`config.mk`:
```
export PLATFORM = sky130hd
export DESIGN_NAME = msq_front
export DESIGN_NICKNAME = d
export VERILOG_FILES = /design/src/hdl/msq_pkg.sv /design/src/hdl/msq_front.sv
export SDC_FILE = /design/constraint.sdc
export NUM_CORES = 1
export LEC_CHECK = 0
export BUFFER_PORTS_ARGS = -buffer_cell sky130_fd_sc_hd__buf_2
export CAP_MARGIN = 20
export CORE_MARGIN = 2
export CORE_UTILIZATION = 50
export CTS_BUF_LIST = sky130_fd_sc_hd__clkbuf_4 sky130_fd_sc_hd__clkbuf_8 sky130_fd_sc_hd__clkbuf_16
export DETAILED_ROUTE_END_ITERATION = 10
export PLACE_DENSITY_LB_ADDON = 0.25
export SLEW_MARGIN = 10
export SYNTH_ARGS = -nofsm -noshare
export SYNTH_HDL_FRONTEND = slang
export SYNTH_SLANG_ARGS = --single-unit
```
`constraint.sdc`:
```
create_clock -name clk -period 6 [get_ports clk]
set_input_delay 0.3 -clock clk [delete_from_list [all_inputs] [get_ports clk]]
set_output_delay 0.3 -clock clk [all_outputs]
set_load 0.005 [all_outputs]
```
`src/hdl/msq_pkg.sv`:
```
`timescale 1ns / 1ps
package msq_pkg;

  localparam int LEVEL_W = 16;
  localparam int COORD_W = 12;
  localparam int POS_W   = 16;

  typedef enum logic [1:0] {
    CFG_GRID_WIDTH   = 2'd0,
    CFG_GRID_HEIGHT  = 2'd1,
    CFG_BORDER_LEVEL = 2'd2,
    CFG_NONE         = 2'd3
  } cfg_idx_t;

  typedef enum logic [1:0] {
    EDGE_TOP    = 2'd0,
    EDGE_LEFT   = 2'd1,
    EDGE_RIGHT  = 2'd2,
    EDGE_BOTTOM = 2'd3
  } edge_t;

  typedef struct packed {
    logic [COORD_W-1:0]        cell_x;
    logic [COORD_W-1:0]        cell_y;
    logic signed [LEVEL_W-1:0] corner_top_left;
    logic signed [LEVEL_W-1:0] corner_top_right;
    logic signed [LEVEL_W-1:0] corner_bottom_left;
    logic signed [LEVEL_W-1:0] corner_bottom_right;
  } in_item_t;

  typedef struct packed {
    logic [3:0]       case_index;
    logic             land_side;
    logic [1:0]       segment_count;
    logic [1:0]       first_entry_edge;
    logic [1:0]       first_exit_edge;
    logic [POS_W-1:0] first_entry_pos;
    logic [POS_W-1:0] first_exit_pos;
    logic [1:0]       second_entry_edge;
    logic [1:0]       second_exit_edge;
    logic [POS_W-1:0] second_entry_pos;
    logic [POS_W-1:0] second_exit_pos;
  } out_item_t;

  // classified cell handed from front to back
  typedef struct packed {
    logic [3:0]                case_index;
    logic                      land_side;
    logic [1:0]                segment_count;
    logic [1:0]                e0_in;
    logic [1:0]                e0_out;
    logic [1:0]                e1_in;
    logic [1:0]                e1_out;
    logic signed [LEVEL_W-1:0] lv_tl;
    logic signed [LEVEL_W-1:0] lv_tr;
    logic signed [LEVEL_W-1:0] lv_bl;
    logic signed [LEVEL_W-1:0] lv_br;
  } cls_item_t;

  typedef struct packed {
    logic [1:0] cnt;
    logic [1:0] e0_in;
    logic [1:0] e0_out;
    logic [1:0] e1_in;
    logic [1:0] e1_out;
    logic       side;
  } case_info_t;

  function automatic case_info_t case_info(input logic [3:0] idx);
    case_info_t r;
    r = '0;
    case (idx)
      4'd1:  r = '{2'd1, EDGE_LEFT,   EDGE_TOP,    2'd0, 2'd0, 1'b0};
      4'd2:  r = '{2'd1, EDGE_TOP,    EDGE_RIGHT,  2'd0, 2'd0, 1'b1};
      4'd3:  r = '{2'd1, EDGE_LEFT,   EDGE_RIGHT,  2'd0, 2'd0, 1'b0};
      4'd4:  r = '{2'd1, EDGE_BOTTOM, EDGE_LEFT,   2'd0, 2'd0, 1'b0};
      4'd5:  r = '{2'd1, EDGE_BOTTOM, EDGE_TOP,    2'd0, 2'd0, 1'b0};
      4'd6:  r = '{2'd2, EDGE_TOP,    EDGE_RIGHT,  EDGE_BOTTOM, EDGE_LEFT,  1'b1};
      4'd7:  r = '{2'd1, EDGE_BOTTOM, EDGE_RIGHT,  2'd0, 2'd0, 1'b0};
      4'd8:  r = '{2'd1, EDGE_RIGHT,  EDGE_BOTTOM, 2'd0, 2'd0, 1'b1};
      4'd9:  r = '{2'd2, EDGE_LEFT,   EDGE_TOP,    EDGE_RIGHT,  EDGE_BOTTOM, 1'b1};
      4'd10: r = '{2'd1, EDGE_TOP,    EDGE_BOTTOM, 2'd0, 2'd0, 1'b1};
      4'd11: r = '{2'd1, EDGE_LEFT,   EDGE_BOTTOM, 2'd0, 2'd0, 1'b0};
      4'd12: r = '{2'd1, EDGE_RIGHT,  EDGE_LEFT,   2'd0, 2'd0, 1'b0};
      4'd13: r = '{2'd1, EDGE_RIGHT,  EDGE_TOP,    2'd0, 2'd0, 1'b0};
      4'd14: r = '{2'd1, EDGE_TOP,    EDGE_LEFT,   2'd0, 2'd0, 1'b1};
      default: r = '0;
    endcase
    return r;
  endfunction

endpackage

```
`src/hdl/msq_front.sv`:
```
`timescale 1ns / 1ps
module msq_front (
  input  logic                               clk,
  input  logic                               rst_n,
  input  logic                               in_valid,
  output logic                               in_ready,
  input  msq_pkg::in_item_t                  in_item,
  input  logic [msq_pkg::COORD_W-1:0]        grid_width,
  input  logic [msq_pkg::COORD_W-1:0]        grid_height,
  input  logic signed [msq_pkg::LEVEL_W-1:0] border_level,
  output logic                               cls_valid,
  input  logic                               cls_ready,
  output msq_pkg::cls_item_t                 cls_item
);

  logic                      valid_r;
  msq_pkg::cls_item_t        item_r;
  msq_pkg::cls_item_t        item_nxt;
  logic [msq_pkg::COORD_W:0] x0, x1, y0, y1;
  logic                      bx0, bx1, by0, by1;
  logic [3:0]                idx;
  msq_pkg::case_info_t       ci;
  logic signed [msq_pkg::LEVEL_W-1:0] tl, tr, bl, br;

  assign x0  = {1'b0, in_item.cell_x};
  assign y0  = {1'b0, in_item.cell_y};
  assign x1  = x0 + 1'b1;
  assign y1  = y0 + 1'b1;
  assign bx0 = (x0 == '0) || (x0 == {1'b0, grid_width});
  assign bx1 = (x1 == {1'b0, grid_width});
  assign by0 = (y0 == '0) || (y0 == {1'b0, grid_height});
  assign by1 = (y1 == {1'b0, grid_height});

  always_comb begin
    tl  = (bx0 || by0) ? border_level : in_item.corner_top_left;
    tr  = (bx1 || by0) ? border_level : in_item.corner_top_right;
    bl  = (bx0 || by1) ? border_level : in_item.corner_bottom_left;
    br  = (bx1 || by1) ? border_level : in_item.corner_bottom_right;
    idx = {br > 0, bl > 0, tr > 0, tl > 0};
    ci  = msq_pkg::case_info(idx);
    item_nxt = '{idx, ci.side, ci.cnt, ci.e0_in, ci.e0_out, ci.e1_in, ci.e1_out,
                 tl, tr, bl, br};
  end

  assign in_ready  = !valid_r || cls_ready;
  assign cls_valid = valid_r;
  assign cls_item  = item_r;

  always_ff @(posedge clk) begin
    if (!rst_n) begin
      valid_r <= 1'b0;
    end else if (in_ready) begin
      valid_r <= in_valid;
    end
    if (in_ready && in_valid) begin
      item_r <= item_nxt;
    end
  end

endmodule

```
## Yosys cells after proc, flatten, opt, wreduce, memory -nomap -nowiden

Memory sizes are Yosys's and may differ from the RTL's. A register that Yosys moved wholly into a read port is not among the register bits.
Index checks and enable logic that the tools add are counted.

| operators by class | value |
|---|---|
| add/sub/neg operators | 2 |
| reductions and logical operators | 11 |
| eq/ne operators | 4 |
| mux-type cells | 4 |
| magnitude comparators | 4 |

Operator list:

| operator | count |
|---|---|
| $gt 16x1->1 const B | 4 |
| $mux 16 | 4 |
| $add 12x1->13 const B | 2 |
| $eq 13x12->1 | 2 |
| $logic_not 13->1 | 2 |
| $eq 12x12->1 | 2 |
| $logic_or 1x1->1 | 7 |
| $logic_and 1x1->1 | 1 |
| $logic_not 1->1 | 1 |

| word-level totals | value |
|---|---|
| input port bits | 132 |
| word-level logic and storage cells | 32 |
| flip-flop bits (word level) | 69 |
| bits in read-only memories | 176 |
| output and inout bits | 81 |
| memories | 1 |

Memories:

| memory | words | bits a word | read ports | clocked after memory_dff | write ports | line | RTL |
|---|---|---|---|---|---|---|---|
| (no name shown) | 16 | 11 | 1 | 1 | 0 | msq_pkg.sv:72 | `case (idx)` |

## Depth between registers and ports, before layout

| depth | value |
|---|---|
| depth after elaboration | 5 |
| mapped depth | 12 |
| depth with buffers taken out | 11 |

## Worst setup path after synthesis

No wires, ideal clock.

| path | value |
|---|---|
| path type | input port to flip-flop |
| start | input in_item[76] (netlist bit) |
| end | register, netlist name cls_item[67] |
| stages on the path | 11 |
| setup slack | 3.232 ns |
| arrival | 2.508 ns |
| library setup time | 0.260 ns |
| buffers on the path | 2 |
| data required time | 5.740 ns |
| path through | ha_1 -> buf_2 -> o21ba_2 -> a221o_1 -> a22oi_1 -> and4b_1 -> a21o_1 -> buf_2 -> mux2_4 -> nand2_1 -> a2bb2o_1 |

| on the way | value |
|---|---|
| longest elaborated chain between the ends | 5 |
| elaborated cells between the ends (all ways) | 17 |
| classes of those cells | add/sub (1); order compare (4); eq/ne (2); mux (4); reduce/logical (6) |

Ends and longest elaborated chain:

| item | line | RTL |
|---|---|---|
| from (decl) | msq_front.sv:7 | `input msq_pkg::in_item_t in_item,` |
| $add 12x1->13 | msq_front.sv:27 | `assign x1 = x0 + 1'b1;` |
| $eq 13x12->1 | msq_front.sv:30 | `assign bx1 = (x1 == {1'b0, grid_width});` |
| $logic_or 1x1->1 | msq_front.sv:36 | `tr = (bx1 \|\| by0) ? border_level : in_item.corner_top_right;` |
| $mux 16 | msq_front.sv:36 |  |
| $gt 16x1->1 | msq_front.sv:39 | `idx = {br > 0, bl > 0, tr > 0, tl > 0};` |
| named net idx[1] | msq_front.sv:21 | `logic [3:0] idx;` |

The timed path passes the listed nets, and every way through them passes these cells.
A chain may end at the register's enable or synchronous reset.

## Worst setup path after layout

| path | value |
|---|---|
| start | input in_item[76] (netlist bit) |
| end | register, netlist name cls_item[67] |

| on the way | value |
|---|---|
| longest elaborated chain between the ends | 5 |
| elaborated cells between the ends (all ways) | 17 |
| classes of those cells | add/sub (1); order compare (4); eq/ne (2); mux (4); reduce/logical (6) |

Ends and longest elaborated chain:

| item | line |
|---|---|
| $add 12x1->13 | msq_front.sv:27 |
| $eq 13x12->1 | msq_front.sv:30 |
| $logic_or 1x1->1 | msq_front.sv:36 |
| $mux 16 | msq_front.sv:36 |
| $gt 16x1->1 | msq_front.sv:39 |
| named net idx[1] | msq_front.sv:21 |

The timed path passes the listed nets, and every way through them passes these cells.

==> impl_results.md <==
- Status: finished, final reports clean
- CTS tree: built
- CP delay by family, top: compound AO/OA/AOI/OAI gates
- Syn Area/Cell: 12.7 sq um
- Post-synthesis sequential area ratio: 0.501
- H-tree Lvls: 3
- CP startpoint kind: primary input
- Worst Tran Pin Value: 996 ps
- Post-synth ARST share: 0
- Hold-critical path depth: 2
- DR WL/cell: 18.4 um
- Register-to-register setup slack: 4350 ps
- Hold Crit Start: rst_n
- Total CTS buffers: 9
- DRC viols: 0
- Die Width: 100 um
- FF-to-FF End: cls_item[30]
- Final cell area excluding filler cells: 5960 sq um
- Cell Rows: 35
- Die span in y: 100 um
- Number of gates resized after cts: 0
- First-pass GRT wire length: 19.1 mm
- Starting DRT DRC Count: 188
- Worst-path clk slew: 90 ps
- Critical path class: primary input to flip-flop
- Setup TNS Final: 0 ps
- CP max-delay cell: a21o_1
- Critical Path AT: 3280 ps
- Vias: 3938
- Clock Latency Late Sink: 350 ps
- Count of nets after finishing: 713
- Post-route setup slack: 2830 ps
- Total wire length: 12.7 mm
- DIE AREA: 10100 sq um
- CP endpoint kind: flip-flop
- Starting Density: 0.508
- Largest net degree at the start of global routing: 78
- Antenna cells: 0
- Flop and latch count out of synthesis: 78
- Syn_nets: 503
- PwrDens: 208 nW/um^2
- RSZ-0062 raised after global routing: false
- Rel. slew slack: 0.336
- Vias per cell: 5.68
- Syn Inst Count: 367
- Cell variety after synth: 66
- Max Cap Viol: 0
- Hold path endpoint: cls_valid
- DP Worst Slack: 2440 ps
- Layout area overhead: 28.1%
- Post-synth EDFFs: 77
- Period utilization: 0.529
- Total gr overflow: 0
- Initial antenna violation count: 0
- CP Buf/Inv Count: 1
- Clock sinks: 78
- DP Wirelength: 10.1 mm
- Worst VDD drop: 0.134 mV
- Static leakage: 2.45 nW
- Placer congestion estimate: 0.942
- Max stage delay on crit path: 600 ps
- Most frequent cells in the layout: buf_2, edfxtp_1, mux2_2
- DRT Pass-1 Iters: 4
- Filler cell count: 749
- Clock Root Buffer: clkbuf_8
- Hold Vio Cnt, Final: 0
- Cell area after placement: 5780 sq um
- CTS max path bufs: 2
- Reg2reg path depth: 2
- # setup viols final: 0
- Commonest non-fill, non-tap cell in the layout: buf_2
- Post-Synthesis Cell Area: 4650 sq um
- Max FO, Critical Path: 17
- Max Clk Rate: 0.315 GHz
- Max-slew violation count: 0
- All-layer global routing usage: 0.248
- I/O Buffers: 212
- Antenna viol nets, final: 0
- Setup Skew: 13.0 ps
- Min Tclk post-route: 3170 ps
- Post-CTS Setup Bufs: 0
- Req. time, crit path: 6110 ps
- Boundary pin count: 213
- Layout cell share with drive strength beyond 1: 0.533
- Number of global-route vias before repair: 3769
- Core area: 9150 sq um
- Synth warnings: 0
- Cells along the critical path: buf_2, ha_1, nand4_1, or4b_1, o22ai_1, o22a_1, a21o_1, mux2_4, nand2_1, a2bb2o_1
- Top_reg_cell synth: edfxtp_1
- # hold bufs at CTS: 0
- Reg2reg start: cls_valid
- Worst hold path class: primary input to flip-flop
## worst max-delay path by stage
stage | startpoint | endpoint | slack, ps | cells after the start
finish | in_item[76] | cls_item[67] | 2830 | 10
global route | in_item[77] | cls_item[67] | 2590 | 10
CTS | in_item[77] | cls_item[67] | 2840 | 10
detailed placement | in_item[77] | cls_item[67] | 2440 | 10
global placement | in_item[77] | cls_item[67] | 2570 | 10
floorplan | in_item[76] | cls_item[67] | 3230 | 11
## per-layer routing
metal | up-vias | part of all wire | GRT usage
met1 | 1861 | 0.39 | 0.302
met4 | 0 | 0.023 | 0.0843
met3 | 25 | 0.080 | 0.0576
met5 | - | 0 | 0
li1 | 1863 | - | -
met2 | 189 | 0.51 | 0.432
## report_power, final
group / internal [mW] / total, mW / switching, mW
combinational: 0.107 / 0.226 / 0.119
clock: 0.156 / 0.365 / 0.209
sequential: 0.638 / 0.646 / 0.00810
## registers in the layout, indices dropped and copies added, names as in the netlist
name and cells:
cls_item 77, cls_valid 1
## logic make-up after synthesis
| group | synth area share |
|---|---|
| and+or+nand+nor | 0.147 |
| AOI/OAI and AO/OA | 0.0761 |
| DFF | 0.501 |
| xor gates and xnor gates | 0.0729 |
| adders and majority gates | 0.0108 |
| buffers and inverters | 0.0293 |
| muxes | 0.163 |
## Yosys cell counts (all sizes together), types with 6 or more instances
master | n | share of area
edfxtp | 77 | 0.50
mux2 | 66 | 0.16
xnor2 | 22 | 0.041
nor4 | 21 | 0.030
xor2 | 14 | 0.026
nor2 | 13 | 0.010
inv | 12 | 0.0097
nor3 | 12 | 0.013
buf | 11 | 0.016
nand3 | 10 | 0.014
nand2 | 9 | 0.0073
nand4 | 8 | 0.011
nor2b | 7 | 0.0094
o21ai | 7 | 0.0075
and2 | 6 | 0.0091
## layout make-up
type / count / area, sq um / area share
Sequential cell: 78 / 2330 / 0.391
Multi-Input combinational cell: 262 / 2190 / 0.367
Timing Repair Buffer: 214 / 1080 / 0.181
Tap cell: 111 / 139 / 0.0233
Clock buffer: 9 / 124 / 0.0208
Clock inverter: 7 / 55.1 / 0.00924
Inverter: 12 / 45.0 / 0.00756
## metrics by stage
step                      hold slack (ps)  power, mW  std cells   util
after floorplan                       439      0.767        367      -
after global placement                510      0.878        677  0.632
after detailed placement              556      0.885        677  0.632
after CTS                             189       1.24        693  0.651
after global routing                  187       1.29        693  0.651
final                                 198       1.24        693  0.651
(Power assumes the default switching activity.)
