File: config.mk
export PLATFORM = sky130hd
export DESIGN_NAME = msq_fifo
export DESIGN_NICKNAME = d
export VERILOG_FILES = /design/src/hdl/msq_fifo.sv
export SDC_FILE = /design/constraint.sdc
export NUM_CORES = 1
export LEC_CHECK = 0
export BUFFER_PORTS_ARGS = -buffer_cell sky130_fd_sc_hd__buf_2
export CAP_MARGIN = 10
export CORE_MARGIN = 8
export CORE_UTILIZATION = 49
export DETAILED_ROUTE_END_ITERATION = 8
export PLACE_DENSITY = 0.84
export SYNTH_ARGS = -nofsm -noshare
export SYNTH_HDL_FRONTEND = slang
export SYNTH_SLANG_ARGS = --single-unit
export TNS_END_PERCENT = 30
File: constraint.sdc
create_clock -name clk -period 1.76 [get_ports clk]
set_input_delay 0.176 -clock clk [delete_from_list [all_inputs] [get_ports clk]]
set_output_delay 0.176 -clock clk [all_outputs]
set_load 0.05 [all_outputs]
File: src/hdl/msq_fifo.sv
`timescale 1ns / 1ps
module msq_fifo #(
  parameter int WIDTH = 8
) (
  input  logic             clk,
  input  logic             rst_n,
  input  logic             wr_valid,
  output logic             wr_ready,
  input  logic [WIDTH-1:0] wr_data,
  output logic             rd_valid,
  input  logic             rd_ready,
  output logic [WIDTH-1:0] rd_data
);

  logic [WIDTH-1:0] mem_r [2];
  logic             wp_r, rp_r;
  logic [1:0]       cnt_r;
  logic             wr, rd;

  assign wr_ready = (cnt_r != 2'd2);
  assign rd_valid = (cnt_r != 2'd0);
  assign rd_data  = mem_r[rp_r];
  assign wr       = wr_valid && wr_ready;
  assign rd       = rd_valid && rd_ready;

  always_ff @(posedge clk) begin
    if (!rst_n) begin
      wp_r  <= 1'b0;
      rp_r  <= 1'b0;
      cnt_r <= 2'd0;
    end else begin
      if (wr) wp_r <= !wp_r;
      if (rd) rp_r <= !rp_r;
      cnt_r <= cnt_r + {1'b0, wr} - {1'b0, rd};
    end
    if (wr) begin
      mem_r[wp_r] <= wr_data;
    end
  end

endmodule

## Word level (Yosys, flattened, before mapping)

Memories as Yosys holds them, arrays and structs flattened. A register that Yosys moved wholly into a read port is not among the register bits.
Index checks and enable logic that the tools add are counted.

- Register bits after elaboration: 4
- Memories: 1
- Output and inout port bits: 10
- Word-level logic and storage cells: 16
- Bits in writable memories: 16
- Input port bits: 12

- Mux-type cells: 4
- Reductions and logical operators: 5
- $add $sub $neg: 2
- Equal/unequal tests: 1

Memory list:

| memory | words | width | read ports | clocked after Yosys merged registers in | wr ports | line | source |
|---|---|---|---|---|---|---|---|
| mem_r | 2 | 8 | 1 | 1 | 1 | 15 | `logic [WIDTH-1:0] mem_r [2];` |

Operators by type and width:

| operator | number |
|---|---|
| $mux W1 | 4 |
| $add A2 B1 Y2 | 1 |
| $logic_and A1 B1 Y1 | 2 |
| $logic_not A1 Y1 | 2 |
| $ne A2 B2 Y1 const B | 1 |
| $reduce_bool A2 Y1 | 1 |
| $sub A2 B1 Y2 | 1 |

## Depth between registers and ports, before layout

Gate-level depths: netlist of the first run.

- Depth after elaboration: 4
- Gate-level depth with buffers: 6
- Depth with buffers taken out: 6

## Worst setup path before layout of the first run

No wires, ideal clock.

- Path type: register to register
- Start: register cnt_r[0]
- End: memory mem_r[1][0] (enable)
- Period minus slack after synthesis: 1596 ps
- Cell stages (with the launch flop): 3
- Data arrival time: 1264 ps
- Library setup time: 332 ps
- Path buffers: 0
- Slack: 164 ps
- Required time: 1428 ps
- Path through: dfxtp_1 nand2b_1 and3_1

- Longest elaborated chain between the ends: 4

RTL lines:

| what | line | source |
|---|---|---|
| start, declared | 17 | `logic [1:0] cnt_r;` |
| start signal, assigned | 34 | `cnt_r <= cnt_r + {1'b0, wr} - {1'b0, rd};` |
| $ne A2 B2 Y1 | 20 | `assign wr_ready = (cnt_r != 2'd2);` |
| net wr_ready | 8 | `output logic wr_ready,` |
| $logic_and A1 B1 Y1 | 23 | `assign wr = wr_valid && wr_ready;` |
| $mux W1 | 36 | `if (wr) begin` |
| $mux W1 (implied by the code) | 37 | `mem_r[wp_r] <= wr_data;` |
| end, declared | 15 |  |

The timed path passes the listed nets, and every way through them passes these cells.

==> results_dict.tcl, run 1 <==
set metrics [dict create \
    status "finished, final reports clean" \
    io_pins 22 \
    synthDistinctLibCells 23 \
    synth_nets 68 \
    synthFlopType "edfxtp_1" \
    cts_max_level 1 \
    synth_area_leaders "edfxtp_1 57%, dfxtp_1 12%, mux2_2 11%" \
    cp_num_buf_inv 1 \
    crit_type "reg2out" \
    post-route-period-util_pct 90.9 \
    routed_wl_um 1320 \
    synth-adder-area-share_pct 1.50 \
    die-area_mm2 0.00328 \
    cts_buffer_depth 2 \
    end_kind "output port" \
    cpMaxStageDelayCell "dfxtp_1" \
    avgSynthCellArea_um2 15.2 \
    grt_usage_pct 8.37 \
    routedWlPerCell_um 13.8 \
    cpPeakStageDelay_ns 0.54 \
    drv_cap 0 \
    gr-total-overflow 0 \
    crit_arrival_ns 1.42 \
    yosys.area.top_type "edfxtp_1" \
    netlist_area_um2 836 \
    synth_top_family_by_area "multiplexers" \
    die_y_um 57.3 \
    critPathMaxFanout 8 \
    antenna-diode-count 0 \
    core_mm2 0.00167 \
    setup_violations 0 \
    crit_family "flip-flops" \
    rsz0062_at_grt "false" \
    synthMuxAreaShare_pct 10.8 \
    synth_seq_area_share_pct 69.5 \
    synth-seq-cells 21 \
    die_w_um 57.3 \
    slew_viol_final 0 \
    async_flop_share_pct 0 \
    grt_pass1_vias 510 \
    yosys.area_share.simple_pct 10.5 \
    r2r_end "cnt_r[1]" \
    drtIter0Drc 12 \
    whs_path_depth 1 \
    start_util_pct 50.0 \
    r2r_slack_ns 0.33 \
    dp_hpwl_um 1010 \
    finalHoldViolCount 0 \
    ctsResizeCount 0 \
    drive_above_1_share_pct 45.6 \
    final_common_cell "buf_2" \
    slew_headroom_pct 75.6 \
    port_buffers 21 \
    grt_max_degree 13 \
    root_buffer "clkbuf_4" \
    numCtsBuffers 3 \
    drc 0 \
    viasPerCell 5.20 \
    synth-compound-area-share_pct 5.24 \
    antenna_found_initial 0 \
    cts_hold_buf 0 \
    p_per_area_mw_per_mm2 1370 \
    hold_start "wr_data[1]" \
    synthXorXnorAreaFrac_pct 1.05 \
    insertion_delay_ns 0.30 \
    synth_edf_count 16 \
    dr.pass1.iters 4 \
    rows 15 \
    gp_congestion 0.686 \
    hp-class "in2reg" \
    synth_cells 55 \
    fin_skew_ns 0.00707 \
    tightest_slew_ns 0.366 \
    r2r_start "cnt_r[1]" \
    min_period_ns 1.60 \
    grt_pass1_wl_um 2120 \
    min_to "mem_r[1][1]" \
    clk_pin_slew_ns 0.11 \
    cellLeakagePower_uw 0.000399 \
    crit_chain "mux2_2 > buf_2" \
    cts_tree "yes" \
    worst_setup_path_start_kind "register" \
    post-cts-setup-buffers 0 \
    area_growth_pct 17.8 \
    final_antenna_net_count 0 \
    finish.utilization_pct 59.0 \
    synth_warnings 0 \
    r2r_cells 6 \
    vias 499 \
    cp.required_ns 1.58 \
    cts_sinks 21 \
    fin_setup_tns_ns 0 \
    ir_drop_mv 0.761 \
    fin_nets 93 \
    fmax_mhz 625 \
    synth_top_area_share_pct 57.5 \
    final_cell_mix "21 x buf_2, 16 x edfxtp_1, 8 x mux2_2" \
]
how the worst max path moves through the flow:
stage | endpoint | startpoint | cells after the start | slack, ns
6_report | rd_data[2] | register | 2 | 0.16
4_1_cts | rd_data[0] | register | 2 | 0.13
3_3_place_gp | cnt_r[1] | cnt_r[1] | 6 | 0.40
5_1_grt | rd_data[6] | register | 2 | 0.08
3_5_place_dp | cnt_r[1] | cnt_r[1] | 6 | 0.32
2_1_floorplan | mem_r[1][0] | cnt_r[0] | 2 | 0.16
flip-flops by register name (all words and copies together), names as in the netlist, named ones only:
| signal | cells |
|---|---|
| rp_r | 1 |
| wp_r | 1 |
| cnt_r | 2 |
| mem_r | 16 |
where the power goes:
group          leakage [µW]  internal (µW)  switching (µW)
clock             0.0000177           84.6             133
combinational      0.000191            157             318
sequential         0.000191            605            51.4
total              0.000399            847             503
worst reg2reg max path, stage by stage (launching register included):
cell and delay [ns]:
dfxtp_1 0.43, and2b_1 0.19, o21ba_2 0.14, nor2_1 0.04
ha_1 0.18, nor4_1 0.27, nor3_1 0.08
layout make-up:
class	count	area, µm²
multi-input cells	31	243
clock inverters	1	5.00
inverters	2	7.51
repair buffers	21	105
fillers	148	686
flip-flops and latches	21	581
well taps	17	21.3
clock buffers	3	22.5
per-layer routing:
metal	vias up	global-route usage, %	share of wire [%]
met3	5	2.69	4.7
met2	18	14.8	50
met1	226	8.18	44
li1	250	-	-
met4	0	5.36	1.7
met5	-	0	0
cell usage after synthesis (all sizes together), types with 2 or more instances:
| library cell | count |
|---|---|
| o21ai | 2 |
| mux2 | 8 |
| nor2 | 4 |
| inv | 2 |
| and3 | 2 |
| edfxtp | 16 |
| dfxtp | 5 |
cell families after synthesis:
group | after synthesis
DFF | 21
xor gates and xnor gates | 1
adders and majority gates | 1
and+or+nand+nor | 15
muxes | 8
buffers and inverters | 3
AOI/OAI and AO/OA | 6
per-stage QoR:
| stage | instances | hold slack, ns | setup slack (ns) | total power [µW] | cell area, µm² |
|---|---|---|---|---|---|
| finish | 96 | 0.0605 | 0.160 | 1350 | 985 |
| global route | 96 | 0.0432 | 0.0824 | 1420 | 985 |
| CTS | 96 | 0.0555 | 0.133 | 1370 | 985 |
| detailed placement | 92 | 0.369 | 0.319 | 1150 | 957 |
| global placement | 92 | 0.364 | 0.403 | 1140 | 957 |
| floorplan | 55 | 0.275 | 0.164 | 1050 | 836 |
Power figures use the tool's default switching activity.
==> run 2: changes to the inputs <==
--- a/config.mk
+++ b/config.mk
@@ -5,12 +5,14 @@
 export SDC_FILE = /design/constraint.sdc
 export NUM_CORES = 1
 export LEC_CHECK = 0
+export ABC_AREA = 1
 export BUFFER_PORTS_ARGS = -buffer_cell sky130_fd_sc_hd__buf_2
 export CAP_MARGIN = 10
 export CORE_MARGIN = 8
 export CORE_UTILIZATION = 49
 export DETAILED_ROUTE_END_ITERATION = 8
-export PLACE_DENSITY = 0.84
+export PLACE_DENSITY = 0.79
+export RECOVER_POWER = 100
 export SYNTH_ARGS = -nofsm -noshare
 export SYNTH_HDL_FRONTEND = slang
 export SYNTH_SLANG_ARGS = --single-unit
==> run 2 against run 1 <==
Synthesized cell count is 11% higher; sequential cell count stayed put; die area is 0.44% lower; power is 18% higher; setup slack worse by 0.043 ns; clock power is 4% lower; cell area is 1.8% lower; fmax is 2.6% lower; clock-buffer cell count is 1 higher; largest cell class unchanged; highest routed layer unchanged.
==> results_dict.tcl, run 2 <==
set metrics [dict create \
    fillers 143 \
    largest_reg_flops 16 \
    grt_pass1_wl_um 2090 \
    largest_register "mem_r" \
    drv_cap 0 \
    r2r_end "mem_r[1][7]" \
    async_flop_share_pct 0 \
    end_kind "output port" \
    antenna_found_initial 0 \
    finalHoldViolCount 0 \
    cts_max_level 1 \
    whs_path_depth 1 \
    post-cts-setup-buffers 0 \
    cts_buffer_depth 2 \
    p_seq_share_pct 43.9 \
    antenna-diode-count 0 \
    drtIter0Drc 10 \
    finish.utilization_pct 58.6 \
    swShare_pct 42.8 \
    synth_edf_count 16 \
    tightest_slew_ns 0.721 \
    drive_above_1_share_pct 33.7 \
    die_y_um 57.2 \
    cp.required_ns 1.58 \
    vias 501 \
    slew_viol_final 0 \
    r2r_slack_ns 0.20 \
    die-area_mm2 0.00327 \
    synth_warnings 0 \
    final_common_cell "edfxtp_1" \
    critPathMaxFanout 8 \
    ir_drop_mv 0.856 \
    cts_sinks 21 \
    die_w_um 57.2 \
    synth_area_leaders "edfxtp_1 58%, dfxtp_1 12%, mux2_2 6.8%" \
    io_pins 22 \
    multiInputGateArea_um2 206 \
    netlist_area_um2 831 \
    synth_cells 61 \
    pwr-share-clk_pct 13.2 \
    fin_nets 100 \
    r2r_start "cnt_r[0]" \
    min_to "mem_r[0][4]" \
    p_switching_uw 679 \
    dr.pass1.iters 4 \
    routed_wl_um 1310 \
    synth_nets 74 \
    crit_chain "mux2_2 > clkbuf_2" \
    numCtsBuffers 3 \
    cts_tree "yes" \
    synthTopCellsByCount "16 x edfxtp_1, 9 x nand2_1, 7 x inv_1, 6 x nor2_1" \
    cpPeakStageDelay_ns 0.56 \
    hp-class "in2reg" \
    yosys.area.top_type "edfxtp_1" \
    grt_pass1_vias 485 \
    crit_family "flip-flops" \
    fin_setup_tns_ns 0 \
    fmax_mhz 609 \
    worst_setup_path_start_kind "register" \
    clk_pin_slew_ns 0.10 \
    largestRegisters "mem_r (16), cnt_r (2)" \
    min_period_ns 1.64 \
    grt_max_degree 12 \
    fin_skew_ns 0.00149 \
    setup_violations 0 \
    post-route-period-util_pct 93.3 \
    core_mm2 0.00165 \
    gp_congestion 0.706 \
    r2r_cells 4 \
    status "finished, final reports clean" \
    synth-seq-cells 21 \
    rsz0062_at_grt "false" \
    crit_type "reg2out" \
    avgSynthCellArea_um2 13.6 \
    port_buffers 21 \
    area_growth_pct 16.4 \
    slew_headroom_pct 51.7 \
    comb_power_share_pct 42.9 \
    gr-total-overflow 0 \
    start_util_pct 50.3 \
    p_per_area_mw_per_mm2 1640 \
    rows 15 \
    synthDistinctLibCells 16 \
    root_buffer "clkbuf_4" \
    hold_start "wr_data[4]" \
    cts_hold_buf 0 \
    p_int_uw 908 \
    cpMaxStageDelayCell "dfxtp_1" \
    synthFlopType "edfxtp_1" \
    insertion_delay_ns 0.28 \
    ctsResizeCount 0 \
    dp_hpwl_um 1060 \
    seqCellArea_um2 581 \
    viasPerCell 4.86 \
    routedWlPerCell_um 12.7 \
    grt_usage_pct 8.33 \
    synth_top_area_share_pct 57.8 \
    synth_seq_area_share_pct 69.9 \
    cellLeakagePower_uw 0.000403 \
    crit_arrival_ns 1.47 \
    final_cell_mix "16 x edfxtp_1, 12 x buf_2, 10 x nand2_1" \
    yosysMostFrequentCell "edfxtp_1" \
    cp_num_buf_inv 1 \
    final_antenna_net_count 0 \
    drc 0 \
]
[run 2: cells by family after synthesis]
family | after synthesis | synth area share [%]
multiplexers | 8 | 10.8
adder cells (fa/ha/maj) | 1 | 1.51
XOR/XNOR | 1 | 1.05
flip-flops | 21 | 69.9
AND/OR/NAND/NOR | 21 | 12.3
buffers and inverters | 8 | 3.77
AO/OA/AOI/OAI | 1 | 0.602
[run 2: power groups by stage]
stage / clock (µW) / combinational [µW] / sequential [µW]
final: 210 / 680 / 697
after CTS: 226 / 715 / 702
after global placement: 0 / 693 / 708
after floorplan: 0 / 588 / 681
after global routing: 239 / 735 / 708
after detailed placement: 0 / 713 / 714
[run 2: area by class of cell]
type | instances | share of cell area (%)
clock buffers | 4 | 2.72
inverters | 7 | 2.72
multi-input cells | 32 | 21.3
flip-flops and latches | 21 | 60.0
well taps | 17 | 2.20
repair buffers | 22 | 11.0
[run 2: how the worst max path moves through the flow]
stage / cells after the start / slack, ns / start / endpoint
3_5_place_dp: 10 / 0.36 / cnt_r[0] / cnt_r[1]
2_1_floorplan: 4 / 0.25 / cnt_r[0] / mem_r[0][0]
6_report: 2 / 0.12 / register / rd_data[1]
3_3_place_gp: 9 / 0.43 / cnt_r[1] / cnt_r[1]
4_1_cts: 2 / 0.09 / register / rd_data[4]
5_1_grt: 2 / 0.03 / register / rd_data[3]
[run 2: through the flow]
stage	instances	setup slack, ns	instance area [µm²]	hold WS [ns]	power, µW
floorplan	61	0.252	831	0.269	1270
global placement	99	0.427	960	0.372	1400
detailed placement	99	0.358	960	0.370	1430
CTS	103	0.0918	986	0.0585	1640
global route	103	0.0315	967	0.0564	1680
finish	103	0.117	967	0.0749	1590
[run 2: routing by layer]
layer / part of all wire (%) / track usage [%] / vias up
li1: - / - / 257
met4: 0.91 / 6.04 / 0
met2: 51 / 14.0 / 12
met3: 6.9 / 3.33 / 2
met5: 0 / 0 / -
met1: 41 / 8.03 / 230
==> run 3: changes to the inputs <==
--- a/config.mk
+++ b/config.mk
@@ -9,9 +9,10 @@
 export BUFFER_PORTS_ARGS = -buffer_cell sky130_fd_sc_hd__buf_2
 export CAP_MARGIN = 10
 export CORE_MARGIN = 8
-export CORE_UTILIZATION = 49
+export CORE_UTILIZATION = 45
+export CTS_CLUSTER_SIZE = 20
 export DETAILED_ROUTE_END_ITERATION = 8
-export PLACE_DENSITY = 0.79
+export PLACE_DENSITY = 0.74
 export RECOVER_POWER = 100
 export SYNTH_ARGS = -nofsm -noshare
 export SYNTH_HDL_FRONTEND = slang
==> run 3 against run 2 <==
Power decreased by 0.37%; die area increased by 6.4%; utilization decreased by 2.3 points; combinational power decreased by 2%; critical endpoint is now rd_data[2]; sequential power about the same; critical path depth unchanged.
==> results_dict.tcl, run 3 (synthesis results as in run 2) <==
set metrics [dict create \
    status "finished, final reports clean" \
    dr.pass1.iters 4 \
    finish.utilization_pct 56.2 \
    drc 0 \
    r2r_slack_ns 0.24 \
    vias 504 \
    crit_arrival_ns 1.47 \
    dp.cells 108 \
    largest_register "mem_r" \
    largest_reg_flops 16 \
    drtIter0Drc 12 \
    ctsResizeCount 0 \
    clk_pin_slew_ns 0.11 \
    root_buffer "clkbuf_4" \
    end_kind "output port" \
    antenna_found_initial 0 \
    cp_num_buf_inv 1 \
    dp_hpwl_um 1100 \
    placed_area_um2 977 \
    setup_violations 0 \
    die-area_mm2 0.00348 \
    routedWlPerCell_um 12.6 \
    antenna-diode-count 0 \
    critPathMaxFanout 8 \
    stdcell_count 112 \
    finalHoldViolCount 0 \
    cts_hold_buf 0 \
    drv_cap 0 \
    cts_max_level 1 \
    cts_sinks 21 \
    post-cts-setup-buffers 0 \
    crit_chain "mux2_2 > clkbuf_2" \
    gp_congestion 0.757 \
    grt_usage_pct 8.92 \
    top_layer "met4" \
    fin_skew_ns 0.00287 \
    crit_type "reg2out" \
    p_per_area_mw_per_mm2 1630 \
    cellLeakagePower_uw 0.000398 \
    cp.required_ns 1.58 \
    core_mm2 0.00173 \
    numCtsBuffers 3 \
    routed_wl_um 1410 \
    pre_cts_ws_ns 0.378 \
    area_growth_pct 16.9 \
    m1WireLength_um 550 \
    fin_nets 101 \
    rows 15 \
    start_util_pct 48.1 \
    slew_viol_final 0 \
    hp-class "in2reg" \
    worst_setup_path_start_kind "register" \
    cpPeakStageDelay_ns 0.56 \
    fmax_mhz 608 \
    drive_above_1_share_pct 29.9 \
    cts_buffer_depth 2 \
    post-route-period-util_pct 93.5 \
    rsz0062_at_grt "false" \
    gr-total-overflow 0 \
    grt_max_degree 12 \
    min_period_ns 1.65 \
    cpMaxStageDelayCell "dfxtp_1" \
    finalWorstSetupSlack_ns 0.115 \
    largestRegisters "mem_r (16), cnt_r (2)" \
    ir_drop_mv 0.863 \
    die_w_um 59.0 \
    wl_met3_um 74 \
    wl_met2_um 760 \
    io_pins 22 \
    grt_pass1_wl_um 2280 \
    port_buffers 21 \
    viasPerCell 4.50 \
    final_cell_mix "16 x edfxtp_1, 11 x nand2_1, 9 x buf_2" \
    die_y_um 59.0 \
    final_cell_area_um2 971 \
    final_antenna_net_count 0 \
    insertion_delay_ns 0.29 \
    crit_family "flip-flops" \
    fin_setup_tns_ns 0 \
    tightest_slew_ns 0.597 \
    slew_headroom_pct 60.4 \
    grt_pass1_vias 505 \
    cts_tree "yes" \
    final_common_cell "edfxtp_1" \
]
==> run 3: changes by cell type in the layout (fill, tap and decap cells not counted) <==
cell      change
nand2_1       +1
clkbuf_1      +3
clkbuf_2      +1
buf_2         -3
nand2_2       -1
nor2_4        -1
nor2_2        +1
==> run 3: metal layers <==
metal,up-vias,track usage (%)
met5,-,0
met4,0,4.10
met3,4,3.70
met2,10,16.4
met1,234,8.34
li1,256,-
==> run 3: worst paths after layout <==
kind,end,startpoint,cells past startpoint
max,rd_data[2],register,2
min reg2reg,rp_r,rp_r,2
max reg2reg,cnt_r[1],cnt_r[1],9
min,mem_r[1][2],wr_data[2],1
==> run 3: where the power goes <==
group / internal [µW] / switching (µW)
logic: 176 / 488
clock network: 88.2 / 133
registers: 637 / 58.2
==> run 3: area by class of cell <==
cell class	count	area (µm²)
inverter	7	26.3
multi-input combinational	32	199
tap	25	31.3
timing repair buffer	23	108
sequential	21	581
clock buffer	4	26.3
fill	167	756
==> run 3: worst register-to-register path, cell delays in order, from the launching register on <==
cell and delay, ns:
dfxtp_1 0.40, nor2_1 0.08, nor2_1 0.26, xnor2_1 0.16, ha_1 0.19, inv_1 0.04, nand2_1 0.05, nand2_1 0.07
a21oi_1 0.12, nor2_1 0.06
==> run 3: per-stage QoR <==
| step | power (µW) | hold slack (ns) |
|---|---|---|
| after floorplan | 1270 | 0.269 |
| after global placement | 1420 | 0.370 |
| after detailed placement | 1430 | 0.368 |
| after CTS | 1650 | 0.0569 |
| after global routing | 1680 | 0.0400 |
| final | 1580 | 0.0640 |
